File: src/hdl/mlx_pkg.sv
// Shared types and constants for the message-language lexer.
// Holds token kind codes, source byte codes and the run record that passes
// from the classifier through the queue to the output stage.
package mlx_pkg;

   // Token kind codes
   localparam logic [4:0] K_SYMBOL    = 5'd0;
   localparam logic [4:0] K_KEYWORD   = 5'd1;
   localparam logic [4:0] K_IDENT     = 5'd2;
   localparam logic [4:0] K_NUMBER    = 5'd3;
   localparam logic [4:0] K_STRING    = 5'd4;
   localparam logic [4:0] K_CHAR      = 5'd5;
   localparam logic [4:0] K_AT_LBRACK = 5'd6;
   localparam logic [4:0] K_AT_LBRACE = 5'd7;
   localparam logic [4:0] K_RW_SLOT   = 5'd8;
   localparam logic [4:0] K_RO_SLOT   = 5'd9;
   localparam logic [4:0] K_SEMI      = 5'd10;
   localparam logic [4:0] K_COLON     = 5'd11;
   localparam logic [4:0] K_PIPE      = 5'd12;
   localparam logic [4:0] K_LPAREN    = 5'd13;
   localparam logic [4:0] K_RPAREN    = 5'd14;
   localparam logic [4:0] K_LBRACK    = 5'd15;
   localparam logic [4:0] K_RBRACK    = 5'd16;
   localparam logic [4:0] K_LBRACE    = 5'd17;
   localparam logic [4:0] K_RBRACE    = 5'd18;
   localparam logic [4:0] K_END       = 5'd19;
   localparam logic [4:0] K_ERROR     = 5'd20;

   // Source byte codes
   localparam logic [7:0] CH_TAB    = 8'h09;
   localparam logic [7:0] CH_CR     = 8'h0D;
   localparam logic [7:0] CH_LF     = 8'h0A;
   localparam logic [7:0] CH_SPACE  = 8'h20;
   localparam logic [7:0] CH_DQUOTE = 8'h22;
   localparam logic [7:0] CH_HASH   = 8'h23;
   localparam logic [7:0] CH_DOLLAR = 8'h24;
   localparam logic [7:0] CH_SQUOTE = 8'h27;
   localparam logic [7:0] CH_LPAREN = 8'h28;
   localparam logic [7:0] CH_RPAREN = 8'h29;
   localparam logic [7:0] CH_MINUS  = 8'h2D;
   localparam logic [7:0] CH_COLON  = 8'h3A;
   localparam logic [7:0] CH_SEMI   = 8'h3B;
   localparam logic [7:0] CH_LT     = 8'h3C;
   localparam logic [7:0] CH_EQUAL  = 8'h3D;
   localparam logic [7:0] CH_AT     = 8'h40;
   localparam logic [7:0] CH_LBRACK = 8'h5B;
   localparam logic [7:0] CH_RBRACK = 8'h5D;
   localparam logic [7:0] CH_LBRACE = 8'h7B;
   localparam logic [7:0] CH_PIPE   = 8'h7C;
   localparam logic [7:0] CH_RBRACE = 8'h7D;

   // Run queue geometry
   localparam int QDEPTH = 4;
   localparam int QAW    = $clog2(QDEPTH);

   // Results caused by one source transaction (one or two kinds)
   typedef struct packed {
      logic [4:0] kind0;
      logic [4:0] kind1;
      logic       two;
   } run_type;

endpackage

File: src/hdl/message_language_lexer.sv
// Message-language lexer: takes one source byte (or an end mark) per
// transaction and returns token kinds. A byte is accepted every cycle while
// the four-entry run queue has room; its results pass through a queue entry
// and then the output register. Results leave at one per cycle through the
// output register while rsp_ready is high, so a byte that causes two results
// (token end plus a one-byte token or end) has them leave in turn.
// Sustained output never exceeds one result per byte, so with rsp_ready held
// high the queue does not fill and req_ready stays high; only a stalled result
// side fills the queue and then holds req_ready low. No reset sweep.
// Depends on mlx_pkg, mlx_front, mlx_queue and mlx_back.
module message_language_lexer
   import mlx_pkg::*;
(
   input  logic       clock,
   input  logic       reset,
   input  logic       req_valid,
   output logic       req_ready,
   input  logic [7:0] req_char_code,
   input  logic       req_is_end,
   output logic       rsp_valid,
   input  logic       rsp_ready,
   output logic [4:0] rsp_token_kind,
   output logic       rsp_last_of_run
);

   logic    push_valid;
   logic    push_ready;
   run_type push_run;
   logic    head_valid;
   run_type head_run;
   logic    pop;

   // Classifier
   mlx_front u_front (
      .clock        (clock),
      .reset        (reset),
      .req_valid    (req_valid),
      .req_ready    (req_ready),
      .req_char_code(req_char_code),
      .req_is_end   (req_is_end),
      .push_ready   (push_ready),
      .push_valid   (push_valid),
      .push_run     (push_run)
   );

   // Run queue
   mlx_queue u_queue (
      .clock     (clock),
      .reset     (reset),
      .push_valid(push_valid),
      .push_ready(push_ready),
      .push_run  (push_run),
      .pop       (pop),
      .head_valid(head_valid),
      .head_run  (head_run)
   );

   // Output stage
   mlx_back u_back (
      .clock          (clock),
      .reset          (reset),
      .head_valid     (head_valid),
      .head_run       (head_run),
      .pop            (pop),
      .rsp_valid      (rsp_valid),
      .rsp_ready      (rsp_ready),
      .rsp_token_kind (rsp_token_kind),
      .rsp_last_of_run(rsp_last_of_run)
   );

   // End and error always close a run
   a_end_last: assert property (@(posedge clock) disable iff (reset)
      rsp_valid && (rsp_token_kind == K_END || rsp_token_kind == K_ERROR)
      |-> rsp_last_of_run)
      else $error("end or error kind not marked last");

   // Only a pending symbol, identifier or number leads a two-kind run
   a_two_lead: assert property (@(posedge clock) disable iff (reset)
      push_valid && push_run.two
      |-> (push_run.kind0 == K_SYMBOL || push_run.kind0 == K_IDENT ||
           push_run.kind0 == K_NUMBER))
      else $error("two-kind run with bad leading kind");

   // The second kind of a run follows right after the first is taken
   a_second_ready: assert property (@(posedge clock) disable iff (reset)
      !$past(reset) && $past(rsp_valid && rsp_ready && !rsp_last_of_run)
      |-> rsp_valid)
      else $error("second kind of run missing");

   // Never pop an empty queue
   a_pop_valid: assert property (@(posedge clock) disable iff (reset)
      pop |-> head_valid)
      else $error("pop from empty run queue");

endmodule

File: src/hdl/mlx_front.sv
// Classifier for the message-language lexer: holds lexer mode and error flag.
// Turns each source transaction into a run of one or two token kinds, or into none.
// Depends on mlx_pkg.
module mlx_front
   import mlx_pkg::*;
(
   input  logic       clock,
   input  logic       reset,
   input  logic       req_valid,
   output logic       req_ready,
   input  logic [7:0] req_char_code,
   input  logic       req_is_end,
   input  logic       push_ready,
   output logic       push_valid,
   output run_type    push_run
);

   typedef enum logic [9:0] {
      M_IDLE       = 10'b0000000001,
      M_COMMENT    = 10'b0000000010,
      M_SYMBOL     = 10'b0000000100,
      M_IDENT      = 10'b0000001000,
      M_NUMBER     = 10'b0000010000,
      M_STRING     = 10'b0000100000,
      M_CHAR_BODY  = 10'b0001000000,
      M_CHAR_CLOSE = 10'b0010000000,
      M_AT         = 10'b0100000000,
      M_LT         = 10'b1000000000
   } mode_type;

   typedef struct packed {
      mode_type   mode;
      logic       hit;
      logic [4:0] kind;
      logic       fail;
   } idle_res_type;

   // Byte seen between tokens: skip whitespace, start a token or comment, or emit a one-byte token or error
   function automatic idle_res_type idle_byte(input logic [7:0] c);
      idle_res_type r;
      r.mode = M_IDLE;
      r.hit  = 1'b0;
      r.kind = K_ERROR;
      r.fail = 1'b0;
      if (c == CH_SPACE || (c >= CH_TAB && c <= CH_CR)) begin
         r.mode = M_IDLE;
      end else if (c == CH_HASH) begin
         r.mode = M_COMMENT;
      end else if (c == CH_DOLLAR) begin
         r.mode = M_SYMBOL;
      end else if ((c >= 8'h61 && c <= 8'h7A) || (c >= 8'h41 && c <= 8'h5A)) begin
         r.mode = M_IDENT;
      end else if (c >= 8'h30 && c <= 8'h39) begin
         r.mode = M_NUMBER;
      end else begin
         unique case (c)
            CH_DQUOTE: r.mode = M_STRING;
            CH_SQUOTE: r.mode = M_CHAR_BODY;
            CH_AT:     r.mode = M_AT;
            CH_LT:     r.mode = M_LT;
            CH_EQUAL:  begin r.hit = 1'b1; r.kind = K_RO_SLOT; end
            CH_SEMI:   begin r.hit = 1'b1; r.kind = K_SEMI;    end
            CH_COLON:  begin r.hit = 1'b1; r.kind = K_COLON;   end
            CH_PIPE:   begin r.hit = 1'b1; r.kind = K_PIPE;    end
            CH_LPAREN: begin r.hit = 1'b1; r.kind = K_LPAREN;  end
            CH_RPAREN: begin r.hit = 1'b1; r.kind = K_RPAREN;  end
            CH_LBRACK: begin r.hit = 1'b1; r.kind = K_LBRACK;  end
            CH_RBRACK: begin r.hit = 1'b1; r.kind = K_RBRACK;  end
            CH_LBRACE: begin r.hit = 1'b1; r.kind = K_LBRACE;  end
            CH_RBRACE: begin r.hit = 1'b1; r.kind = K_RBRACE;  end
            default:   begin r.hit = 1'b1; r.kind = K_ERROR; r.fail = 1'b1; end
         endcase
      end
      return r;
   endfunction

   mode_type     mode_ff, mode_in;
   logic         err_ff, err_in;
   logic         accept;
   idle_res_type ib;
   logic         e0_v, e1_v;
   logic [4:0]   e0_k, e1_k;
   logic [4:0]   pend_kind;
   logic         more;
   logic         is_dig;
   logic         is_alp;

   assign accept    = req_valid && push_ready;
   assign req_ready = push_ready;

   // Byte classes
   always_comb begin
      ib     = idle_byte(req_char_code);
      is_dig = (req_char_code >= 8'h30 && req_char_code <= 8'h39);
      is_alp = (req_char_code >= 8'h61 && req_char_code <= 8'h7A) ||
               (req_char_code >= 8'h41 && req_char_code <= 8'h5A);
   end

   // Next mode and emitted kinds
   always_comb begin
      mode_in   = mode_ff;
      err_in    = err_ff;
      e0_v      = 1'b0;
      e0_k      = K_ERROR;
      e1_v      = 1'b0;
      e1_k      = K_ERROR;
      pend_kind = K_NUMBER;
      more      = is_dig;
      if (mode_ff == M_SYMBOL) begin
         pend_kind = K_SYMBOL;
         more      = is_dig || is_alp;
      end else if (mode_ff == M_IDENT) begin
         pend_kind = K_IDENT;
         more      = is_dig || is_alp;
      end
      if (err_ff) begin
         mode_in = M_IDLE;
         if (req_is_end) begin
            e0_v = 1'b1;
            e0_k = K_ERROR;
         end
      end else begin
         unique case (mode_ff)
            M_COMMENT: begin
               if (req_is_end) begin
                  e0_v    = 1'b1;
                  e0_k    = K_END;
                  mode_in = M_IDLE;
               end else if (req_char_code == CH_LF) begin
                  mode_in = M_IDLE;
               end
            end
            M_SYMBOL, M_IDENT, M_NUMBER: begin
               if (req_is_end) begin
                  e0_v    = 1'b1;
                  e0_k    = pend_kind;
                  e1_v    = 1'b1;
                  e1_k    = K_END;
                  mode_in = M_IDLE;
               end else if (more) begin
                  mode_in = mode_ff;
               end else if (mode_ff == M_IDENT && req_char_code == CH_COLON) begin
                  e0_v    = 1'b1;
                  e0_k    = K_KEYWORD;
                  mode_in = M_IDLE;
               end else begin
                  e0_v    = 1'b1;
                  e0_k    = pend_kind;
                  e1_v    = ib.hit;
                  e1_k    = ib.kind;
                  mode_in = ib.mode;
                  err_in  = ib.fail;
               end
            end
            M_STRING: begin
               if (req_is_end) begin
                  e0_v    = 1'b1;
                  e0_k    = K_ERROR;
                  err_in  = 1'b1;
                  mode_in = M_IDLE;
               end else if (req_char_code == CH_DQUOTE) begin
                  e0_v    = 1'b1;
                  e0_k    = K_STRING;
                  mode_in = M_IDLE;
               end
            end
            M_CHAR_BODY: begin
               if (req_is_end) begin
                  e0_v    = 1'b1;
                  e0_k    = K_ERROR;
                  err_in  = 1'b1;
                  mode_in = M_IDLE;
               end else begin
                  mode_in = M_CHAR_CLOSE;
               end
            end
            M_CHAR_CLOSE: begin
               e0_v    = 1'b1;
               mode_in = M_IDLE;
               if (!req_is_end && req_char_code == CH_SQUOTE) begin
                  e0_k = K_CHAR;
               end else begin
                  e0_k   = K_ERROR;
                  err_in = 1'b1;
               end
            end
            M_AT: begin
               e0_v    = 1'b1;
               mode_in = M_IDLE;
               if (!req_is_end && req_char_code == CH_LBRACK) begin
                  e0_k = K_AT_LBRACK;
               end else if (!req_is_end && req_char_code == CH_LBRACE) begin
                  e0_k = K_AT_LBRACE;
               end else begin
                  e0_k   = K_ERROR;
                  err_in = 1'b1;
               end
            end
            M_LT: begin
               e0_v    = 1'b1;
               mode_in = M_IDLE;
               if (!req_is_end && req_char_code == CH_MINUS) begin
                  e0_k = K_RW_SLOT;
               end else begin
                  e0_k   = K_ERROR;
                  err_in = 1'b1;
               end
            end
            default: begin
               // idle, and any stray code
               if (req_is_end) begin
                  e0_v    = 1'b1;
                  e0_k    = K_END;
                  mode_in = M_IDLE;
               end else begin
                  e0_v    = ib.hit;
                  e0_k    = ib.kind;
                  mode_in = ib.mode;
                  err_in  = ib.fail;
               end
            end
         endcase
      end
   end

   // Run record toward the queue
   assign push_valid     = accept && e0_v;
   assign push_run.kind0 = e0_k;
   assign push_run.kind1 = e1_k;
   assign push_run.two   = e1_v;

   // Lexer state
   always_ff @(posedge clock) begin
      if (reset) begin
         mode_ff <= M_IDLE;
         err_ff  <= 1'b0;
      end else if (accept) begin
         mode_ff <= mode_in;
         err_ff  <= err_in;
      end
   end

endmodule

File: src/hdl/mlx_queue.sv
// Short run queue between the lexer classifier and the output stage.
// Stores run records in a small register array. Depends on mlx_pkg.
module mlx_queue
   import mlx_pkg::*;
(
   input  logic    clock,
   input  logic    reset,
   input  logic    push_valid,
   output logic    push_ready,
   input  run_type push_run,
   input  logic    pop,
   output logic    head_valid,
   output run_type head_run
);

   run_type        mem [QDEPTH];
   logic [QAW-1:0] wr_ptr_ff, wr_ptr_in;
   logic [QAW-1:0] rd_ptr_ff, rd_ptr_in;
   logic [QAW:0]   count_ff, count_in;
   logic           do_push;
   logic           do_pop;

   assign push_ready = (count_ff != QDEPTH[QAW:0]);
   assign head_valid = (count_ff != '0);
   assign head_run   = mem[rd_ptr_ff];
   assign do_push    = push_valid && push_ready;
   assign do_pop     = pop && head_valid;

   // Pointer and fill bookkeeping
   always_comb begin
      wr_ptr_in = do_push ? wr_ptr_ff + 1'b1 : wr_ptr_ff;
      rd_ptr_in = do_pop  ? rd_ptr_ff + 1'b1 : rd_ptr_ff;
      count_in  = count_ff;
      if (do_push && !do_pop) begin
         count_in = count_ff + 1'b1;
      end else if (!do_push && do_pop) begin
         count_in = count_ff - 1'b1;
      end
   end

   always_ff @(posedge clock) begin
      if (reset) begin
         wr_ptr_ff <= '0;
         rd_ptr_ff <= '0;
         count_ff  <= '0;
      end else begin
         wr_ptr_ff <= wr_ptr_in;
         rd_ptr_ff <= rd_ptr_in;
         count_ff  <= count_in;
      end
   end

   // Entry storage
   always_ff @(posedge clock) begin
      if (do_push) begin
         mem[wr_ptr_ff] <= push_run;
      end
   end

endmodule

File: src/hdl/mlx_back.sv
// Output stage of the message-language lexer: unpacks run records into
// single token transactions held in an output register. Depends on mlx_pkg.
module mlx_back
   import mlx_pkg::*;
(
   input  logic       clock,
   input  logic       reset,
   input  logic       head_valid,
   input  run_type    head_run,
   output logic       pop,
   output logic       rsp_valid,
   input  logic       rsp_ready,
   output logic [4:0] rsp_token_kind,
   output logic       rsp_last_of_run
);

   logic       valid_ff, valid_in;
   logic [4:0] kind_ff, kind_in;
   logic       last_ff, last_in;
   logic       half_ff, half_in;
   logic       can_load;
   logic       load;

   assign can_load = !valid_ff || rsp_ready;
   assign load     = can_load && head_valid;

   // Pick the next kind of the head run; pop as its final kind is loaded into the output register
   always_comb begin
      kind_in  = half_ff ? head_run.kind1 : head_run.kind0;
      last_in  = half_ff || !head_run.two;
      pop      = load && last_in;
      half_in  = half_ff;
      valid_in = valid_ff;
      if (load) begin
         half_in  = !last_in;
         valid_in = 1'b1;
      end else if (can_load) begin
         valid_in = 1'b0;
      end
   end

   always_ff @(posedge clock) begin
      if (reset) begin
         valid_ff <= 1'b0;
         half_ff  <= 1'b0;
      end else begin
         valid_ff <= valid_in;
         half_ff  <= half_in;
      end
   end

   // Output payload
   always_ff @(posedge clock) begin
      if (load) begin
         kind_ff <= kind_in;
         last_ff <= last_in;
      end
   end

   assign rsp_valid       = valid_ff;
   assign rsp_token_kind  = kind_ff;
   assign rsp_last_of_run = last_ff;

endmodule
File: config.mk
export PLATFORM = sky130hd
export DESIGN_NAME = message_language_lexer
export DESIGN_NICKNAME = d
export VERILOG_FILES = /design/src/hdl/mlx_pkg.sv /design/src/hdl/message_language_lexer.sv /design/src/hdl/mlx_front.sv /design/src/hdl/mlx_queue.sv /design/src/hdl/mlx_back.sv
export SDC_FILE = /design/constraint.sdc
export NUM_CORES = 1
export LEC_CHECK = 0
export ABC_AREA = 1
export BUFFER_PORTS_ARGS = -buffer_cell sky130_fd_sc_hd__buf_2
export CORE_MARGIN = 5
export CORE_UTILIZATION = 60
export DETAILED_ROUTE_END_ITERATION = 10
export PLACE_DENSITY = 0.78
export SLEW_MARGIN = 20
export SYNTH_ARGS = -nofsm -noshare
export SYNTH_HDL_FRONTEND = slang
export SYNTH_SLANG_ARGS = --single-unit
File: constraint.sdc
create_clock -name clock -period 3.2 [get_ports clock]
set_input_delay 0.32 -clock clock [delete_from_list [all_inputs] [get_ports clock]]
set_output_delay 0.32 -clock clock [all_outputs]
set_load 0.02 [all_outputs]
# Yosys cells after proc, flatten, opt, wreduce, memory -nomap -nowiden
# Memories as Yosys holds them, arrays and structs flattened. A register that Yosys moved wholly into a read port is not among the register bits.
# Cells that the tools add are included.
[word_totals] mem_count=1 reg_bits=26 output_inout_bits=8 ramBits=44 wordCells=170 input_bits=13
[op_classes] n_eq_ne=32 order_cmp=8 n_reduce_logical=38 muxes=78 addsub=4
[memory_table] memory="u_queue.mem" depth=4 word_bits=11 read_ports=1 rd_clocked_by_memory_dff=1 wr=1 line_no="mlx_queue.sv:16" source="run_type mem [QDEPTH];"
[ops] operator="10-bit 2-to-1 mux" count=14
[ops] operator="8-bit by 6-bit equality test with 1-bit output, second input constant" count=12
[ops] operator="5-bit 2-to-1 mux" count=18
[ops] operator="6-bit case mux with 11 select lines" count=1
[ops] operator="10-bit case mux with 5 select lines" count=1
[ops] operator="8-bit by 7-bit equality test with 1-bit output, second input constant" count=6
[ops] operator="10-bit case mux with 4 select lines" count=1
[ops] operator="7-bit 2-to-1 mux" count=5
[ops] operator="5-bit case mux with 7 select lines" count=1
[ops] operator="1-bit 2-to-1 mux" count=29
[ops] operator="1-bit logical AND" count=17
[ops] operator="8-bit by 7-bit greater-or-equal comparator with 1-bit output, second input constant" count=2
[ops] operator="8-bit by 7-bit <= comparator with 1-bit output, second input constant" count=2
[ops] operator="14-bit OR reduction" count=1
[ops] operator="10-bit equality test, second input constant" count=1
[ops] operator="10-bit by 2-bit equality test with 1-bit output, second input constant" count=1
[ops] operator="10-bit by 3-bit equality test with 1-bit output, second input constant" count=1
[ops] operator="10-bit by 4-bit equality test with 1-bit output, second input constant" count=1
[ops] operator="10-bit by 5-bit equality test with 1-bit output, second input constant" count=1
[ops] operator="10-bit by 6-bit equality test with 1-bit output, second input constant" count=1
[ops] operator="10-bit by 7-bit equality test with 1-bit output, second input constant" count=1
[ops] operator="10-bit by 8-bit equality test with 1-bit output, second input constant" count=1
[ops] operator="10-bit by 9-bit equality test with 1-bit output, second input constant" count=1
[ops] operator="3-bit 2-to-1 mux" count=3
[ops] operator="other kinds (23)" count=38

# Longest topological paths before layout
[depth] ltp_word=17 depth_mapped=23 mapped_depth_nobuf=23

# Hierarchy
# Synthesis repeated with hierarchy kept, for this count alone.
[unflattened] cells_unflattened=560 area_unflattened_um2=4297.9
[modules_own_cells] module="mlx_queue" area_each_um2=2145.8 cells_each=175 n_inst=1
[modules_own_cells] module="mlx_front" area_each_um2=1810.5 cells_each=349 n_inst=1
[modules_own_cells] module="mlx_back" area_each_um2=341.6 cells_each=36 n_inst=1

# Worst setup path after synthesis
# Ideal clock, no wire load.
[synth_timing] kind="input to register" from="input port req_char_code[1]" to="register u_queue.count_ff[2]" n_path_buf=0 setup_time_ps=122 arrival_ps=2508 slack_ps=570 cell_stages=20 path_cell_list="nor2_2 > nand3_1 > nand3_1 > nand3_1 > nor2_1 > nand3_1 > nand2_1 > nand2_1 > nand2_1 > nand2_1 > nand2_2 > nand2_2 > inv_1 > ha_1 > inv_1 > fa_1 > a21oi_1 > o21ai_0 > o21ai_0 > a21oi_1"
[synth_via] elab_chain_len=16
[synth_lines] element="start, declared" line_no="message_language_lexer.sv:18" source="input logic [7:0] req_char_code,"
[synth_lines] element="8-bit by 7-bit equality test with 1-bit output (tied with other cells)" line_no="mlx_front.sv:56" source="unique case (c)"
[synth_lines] element="4-bit OR reduction (no line)"
[synth_lines] element="6-bit case mux with 11 select lines" line_no="mlx_front.sv:56"
[synth_lines] element="7-bit 2-to-1 mux" line_no="mlx_front.sv:53" source="end else if (c >= 8'h30 && c <= 8'h39) begin"
[synth_lines] element="7-bit 2-to-1 mux" line_no="mlx_front.sv:51" source="end else if ((c >= 8'h61 && c <= 8'h7A) || (c >= 8'h41 && c <= 8'h5A)) begin"
[synth_lines] element="7-bit 2-to-1 mux" line_no="mlx_front.sv:49" source="end else if (c == CH_DOLLAR) begin"
[synth_lines] element="7-bit 2-to-1 mux" line_no="mlx_front.sv:47" source="end else if (c == CH_HASH) begin"
[synth_lines] element="7-bit 2-to-1 mux" line_no="mlx_front.sv:45" source="if (c == CH_SPACE || (c >= CH_TAB && c <= CH_CR)) begin"
[synth_lines] element="1-bit 2-to-1 mux" line_no="mlx_front.sv:211" source="if (req_is_end) begin"
[synth_lines] element="1-bit case mux with 4 select lines *" line_no="mlx_front.sv:123" source="unique case (mode_ff)"
[synth_lines] element="1-bit 2-to-1 mux *" line_no="mlx_front.sv:116" source="if (err_ff) begin"
[synth_lines] element="1-bit logical AND *" line_no="mlx_front.sv:227" source="assign push_valid = accept && e0_v;"
[synth_lines] element="1-bit logical AND *" line_no="mlx_queue.sv:26" source="assign do_push = push_valid && push_ready;"
[synth_lines] element="net u_queue.do_push" line_no="mlx_queue.sv:20" source="logic do_push;"
[synth_lines] element="1-bit zero test" line_no="mlx_queue.sv:36" source="end else if (!do_push && do_pop) begin"
[synth_lines] element="1-bit logical AND" line_no="mlx_queue.sv:36"
[synth_lines] element="2-bit nonzero test (no line)"
[synth_lines] element="end signal, assigned" line_no="mlx_queue.sv:49" source="count_ff <= count_in;"
[synth_lines] element="end, declared" line_no="mlx_queue.sv:19" source="logic [QAW:0] count_ff, count_in;"
# The timed path passes the listed nets; every way through them passes the cells marked *.
# A chain may end at the register's enable or synchronous reset.

# Final worst setup path
[layout_timing] from="register u_front.mode_ff[5]" to="register u_queue.count_ff[2]"
[layout_via] elab_chain_len=12
[layout_lines] element="start, declared" line_no="mlx_front.sv:77" source="mode_type mode_ff, mode_in;"
[layout_lines] element="start signal, assigned" line_no="mlx_front.sv:238" source="mode_ff <= mode_in;"
[layout_lines] element="10-bit by 4-bit equality test with 1-bit output" line_no="mlx_front.sv:112, mlx_front.sv:123"
[layout_lines] element="1-bit 2-to-1 mux" line_no="mlx_front.sv:112" source="end else if (mode_ff == M_IDENT) begin"
[layout_lines] element="1-bit 2-to-1 mux" line_no="mlx_front.sv:109" source="if (mode_ff == M_SYMBOL) begin"
[layout_lines] element="1-bit 2-to-1 mux" line_no="mlx_front.sv:140" source="end else if (more) begin"
[layout_lines] element="1-bit 2-to-1 mux" line_no="mlx_front.sv:134" source="if (req_is_end) begin"
[layout_lines] element="1-bit case mux with 4 select lines *" line_no="mlx_front.sv:123"
[layout_lines] element="1-bit 2-to-1 mux *" line_no="mlx_front.sv:116"
[layout_lines] element="1-bit logical AND *" line_no="mlx_front.sv:227"
[layout_lines] element="1-bit logical AND *" line_no="mlx_queue.sv:26"
[layout_lines] element="net u_queue.do_push" line_no="mlx_queue.sv:20"
[layout_lines] element="1-bit zero test" line_no="mlx_queue.sv:36"
[layout_lines] element="1-bit logical AND" line_no="mlx_queue.sv:36"
[layout_lines] element="2-bit nonzero test (no line)"
# Marks and branches as above.

==> PnR_summary.wiki <==
{| class="wikitable"
! Metric !! Value
|-
| Top-area cell type share of the netlist area || 0.3733
|-
| Hold Path Sink || u_front.mode_ff[4]
|-
| Count of mapped cells out of synthesis || 522
|-
| First-pass GRT wire length || 14550 um
|-
| Cell chain of the critical path || nor2_2, nand2_2, nor2_1, nand2_2, nand3_4, nand3_1, nand2_1, inv_1, nand2_1, nand2_1, nand2_1, nand2_1, nand2_2, nand2_2, inv_1, ha_1, inv_1, fa_1, a21oi_1, o21ai_1, o21ai_1, a21oi_1
|-
| Worst path most repeated cell || nand2_1
|-
| Area grow syn2layout || 11.57%
|-
| Path type of the worst min-delay path || in -> reg
|-
| Category of the worst setup path launch point || flop
|-
| Core region area || 6422 um^2
|-
| Setup-failing EPs final || 0
|-
| Final routed wirelength across all metal layers || 8883 um
|-
| Detail-routed via count per cell || 5.408
|-
| Cell area power density || 618.6 nW/um^2
|-
| CP max-delay cell || fa_1
|-
| Outcome || finished clean
|-
| Reg2Reg Launch Point || u_front.mode_ff[5]
|-
| Die X-Extent || 91.88 um
|-
| Number of rows created at floorplan || 29
|-
| Total congestion overflow after global routing || 0
|-
| First-pass DRT Iterations || 5
|-
| Count of boundary I/O pins || 21
|-
| Max-slew violation count || 0
|-
| Layout net count || 572
|-
| Die Ht || 91.88 um
|-
| N_diodes || 0
|-
| Critical path type || reg -> reg
|-
| Worst path max stage delay || 0.44 ns
|-
| Number of cells traversed by the worst hold path || 2
|-
| Post-Synthesis Net Count || 541
|-
| Layout cells sized above 1 || 0.1559
|-
| Warnings from Yosys || 0
|-
| Initial Util || 0.6263
|-
| VDD IR max || 335.3 uV
|-
| Clock-pin slew of the registers on the worst-case setup and hold paths || 0.08 ns
|-
| Number of synthesized register bits || 72
|-
| End of the worst register-to-register path || u_queue.count_ff[2]
|-
| Data arrival time of the critical path || 3.11 ns
|-
| Worst reg2reg path depth || 22
|-
| Required time at the worst-slack endpoint || 3.44 ns
|-
| Clock tree from TritonCTS || done
|-
| Kind of capture point of the worst setup path || flop
|-
| Leakage || 0.001911 uW
|-
| Maximum number of pins on one net before global-route repair || 21
|-
| Via count of the first global-routing pass || 3195
|-
| # clock sinks || 72
|-
| Beginning of the worst hold path || reset
|-
| Die Area || 8442 um^2
|-
| Highest clock frequency the design can meet || 0.3486 GHz
|-
| Slew at the pin closest to its max-slew limit || 0.5757 ns
|-
| Most frequent standard cell in the layout excluding fill and tap cells || nor2_1
|-
| Initial antenna violation count || 0
|-
| Cell area after technology mapping || 4023 um^2
|-
| Clock Latency Late Sink || 0.35 ns
|-
| Fin. Hold Viols || 0
|-
| Cell type with the largest total area after synthesis || edfxtp_1
|-
| Fraction of the cycle the final worst path needs || 0.8965
|-
| Normalized max-slew margin || 0.6132
|-
| Cell at the root of the clock tree || clkbuf_8
|-
| Family with the most delay on the worst path || simple AND/OR/NAND/NOR gates
|-
| Total routing usage reported by global routing || 0.2180
|-
| Detailed-route via count || 3434
|-
| Number of DRC violations after detailed routing || 0
|-
| Worst reg2reg setup slack || 0.33 ns
|-
| Number of maximum-capacitance violations || 0
|-
| Count of routing violations after the opening detailed-route iteration || 179
|-
| Maximum clock insertion buffer count || 2
|-
| Clock buffers created by TritonCTS || 9
|-
| Final weighted congestion in routability-driven placement || 1.004
|-
| Aggregate negative setup slack || 0 ns
|-
| Avg WL per Cell || 13.99 um
|-
| Biggest fanout along the worst timing path || 7
|-
| Post-route core utilization || 0.6988
|-
| IO Port Bufs || 20
|-
| HPWL after detailed placement || 6534 um
|-
| Shortest clock period the worst path allows after layout || 2.869 ns
|-
| Distinct cells, synth || 33
|-
| Cell types occupying the most area after synthesis || edfxtp_1 37%, dfxtp_1 11%, nor2_1 10%, nand2_1 7.2%, inv_1 6.5%
|-
| Worst path bufs/invs || 3
|-
| Clock Skews || 0.009780 ns
|-
| Highest-count cells in the layout ignoring fill and taps || 106 x nor2_1, 74 x nand2_1, 69 x inv_1
|-
| Sequential-to-total area share from yosys stat || 0.4827
|-
| Synthesized area per cell || 7.706 um^2
|-
| Number of nets with antenna violations after routing || 0
|-
| Number of H-tree levels || 3
|}
[state kept, by name, summed over array words and instances, names as in the netlist, named ones only]
signal	count
u_queue.rd_ptr_ff	2
u_queue.mem	44
u_back.rsp_valid	1
u_front.err_ff	1
u_front.mode_ff	10
u_back.rsp_last_of_run	1
u_back.rsp_token_kind	5
u_queue.count_ff	3
u_queue.wr_ptr_ff	2
u_back.half_ff	1
[routing by layer]
layer,wire length [um],global-route usage,up-vias
met1,3785,0.2743,1539
li1,-,-,1780
met4,186,0.08292,0
met2,4428,0.3777,98
met5,0,0,-
met3,483,0.03519,17
[synthesized netlist by cell type]
library cell / number
nand2_1: 77
clkbuf_1: 11
nor3b_1: 1
a22oi_1: 1
clkinv_1: 1
nand3_1: 32
dfxtp_1: 22
o22ai_1: 7
inv_1: 70
a31oi_1: 9
nand2_4: 2
a21boi_1: 1
edfxtp_1: 50
fa_1: 1
o21ai_1: 1
buf_1: 1
o21ai_0: 46
nor3_1: 13
a211oi_1: 1
a21oi_2: 6
nand4_1: 7
nor2_2: 5
nor3_2: 1
a21oi_1: 20
nor2_1: 110
or2_1: 1
buf_6: 1
and3_1: 1
ha_1: 5
nor4_1: 2
inv_2: 4
nand3_2: 2
nand2_2: 10
[final cells by class]
class                           instances  area, um^2
Fill cell                             545        1934
Clock buffer                           10       137.6
Tap cell                               77       96.34
Sequential cell                        72        1942
Clock inverter                          6       65.06
Timing Repair Buffer                   33       197.7
Multi-Input combinational cell        362        1768
Inverter                               75       281.5
[report_power, final]
group | total (uW) | internal, uW | switching (uW)
Combinational | 793 | 260 | 533
Clock | 730 | 385 | 346
Sequential | 1250 | 1180 | 75.6
Total | 2780 | 1820 | 954
[per-stage QoR]
stage / std cells / hold slack, ns / setup WS, ns / power, uW / instance area [um^2]
floorplan: 522 / 0.4363 / 0.5700 / 1825 / 4023
global placement: 618 / 0.4489 / 0.2735 / 2033 / 4253
detailed placement: 618 / 0.4655 / 0.2198 / 2058 / 4253
CTS: 634 / 0.2826 / 0.2736 / 2785 / 4456
global route: 635 / 0.2950 / -0.01348 / 2959 / 4488
finish: 635 / 0.2893 / 0.3312 / 2776 / 4488
[worst reg2reg max path: stages, from the launching register on]
cell and delay (ns):
dfxtp_1 0.36, nor2_2 0.17, nand2_2 0.12, nor2_1 0.13
nand2_2 0.11, nand3_4 0.14, nand3_1 0.10, nand2_1 0.06
inv_1 0.03, nand2_1 0.07, nand2_1 0.05, nand2_1 0.06
nand2_1 0.05, nand2_2 0.11, nand2_2 0.09, inv_1 0.07
ha_1 0.14, inv_1 0.07, fa_1 0.44, a21oi_1 0.14
o21ai_1 0.09, o21ai_1 0.12, a21oi_1 0.05
[cells by family after synthesis]
| logic type | share of synthesized area |
|---|---|
| buffers and inverters | 0.08398 |
| adders and majority gates | 0.02053 |
| and+or+nand+nor | 0.2858 |
| AOI/OAI and AO/OA | 0.1269 |
| DFF | 0.4827 |
[worst max-delay path by stage]
stage | to | cells after the start | from
detailed placement | u_queue.count_ff[2] | 21 | req_char_code[1]
CTS | u_queue.count_ff[2] | 22 | u_front.mode_ff[0]
floorplan | u_queue.count_ff[2] | 20 | req_char_code[1]
finish | u_queue.count_ff[2] | 22 | u_front.mode_ff[5]
global placement | u_queue.count_ff[2] | 22 | req_char_code[4]
global route | u_queue.count_ff[2] | 22 | u_front.mode_ff[5]
[timing repair]
action,4_1_cts,5_1_grt
setup buffers,0,1
setup endpoints to repair,0,1
hold buffers,0,0
gates resized for setup,0,11
hold endpoints to repair,0,0
(Power assumes the default switching activity.)
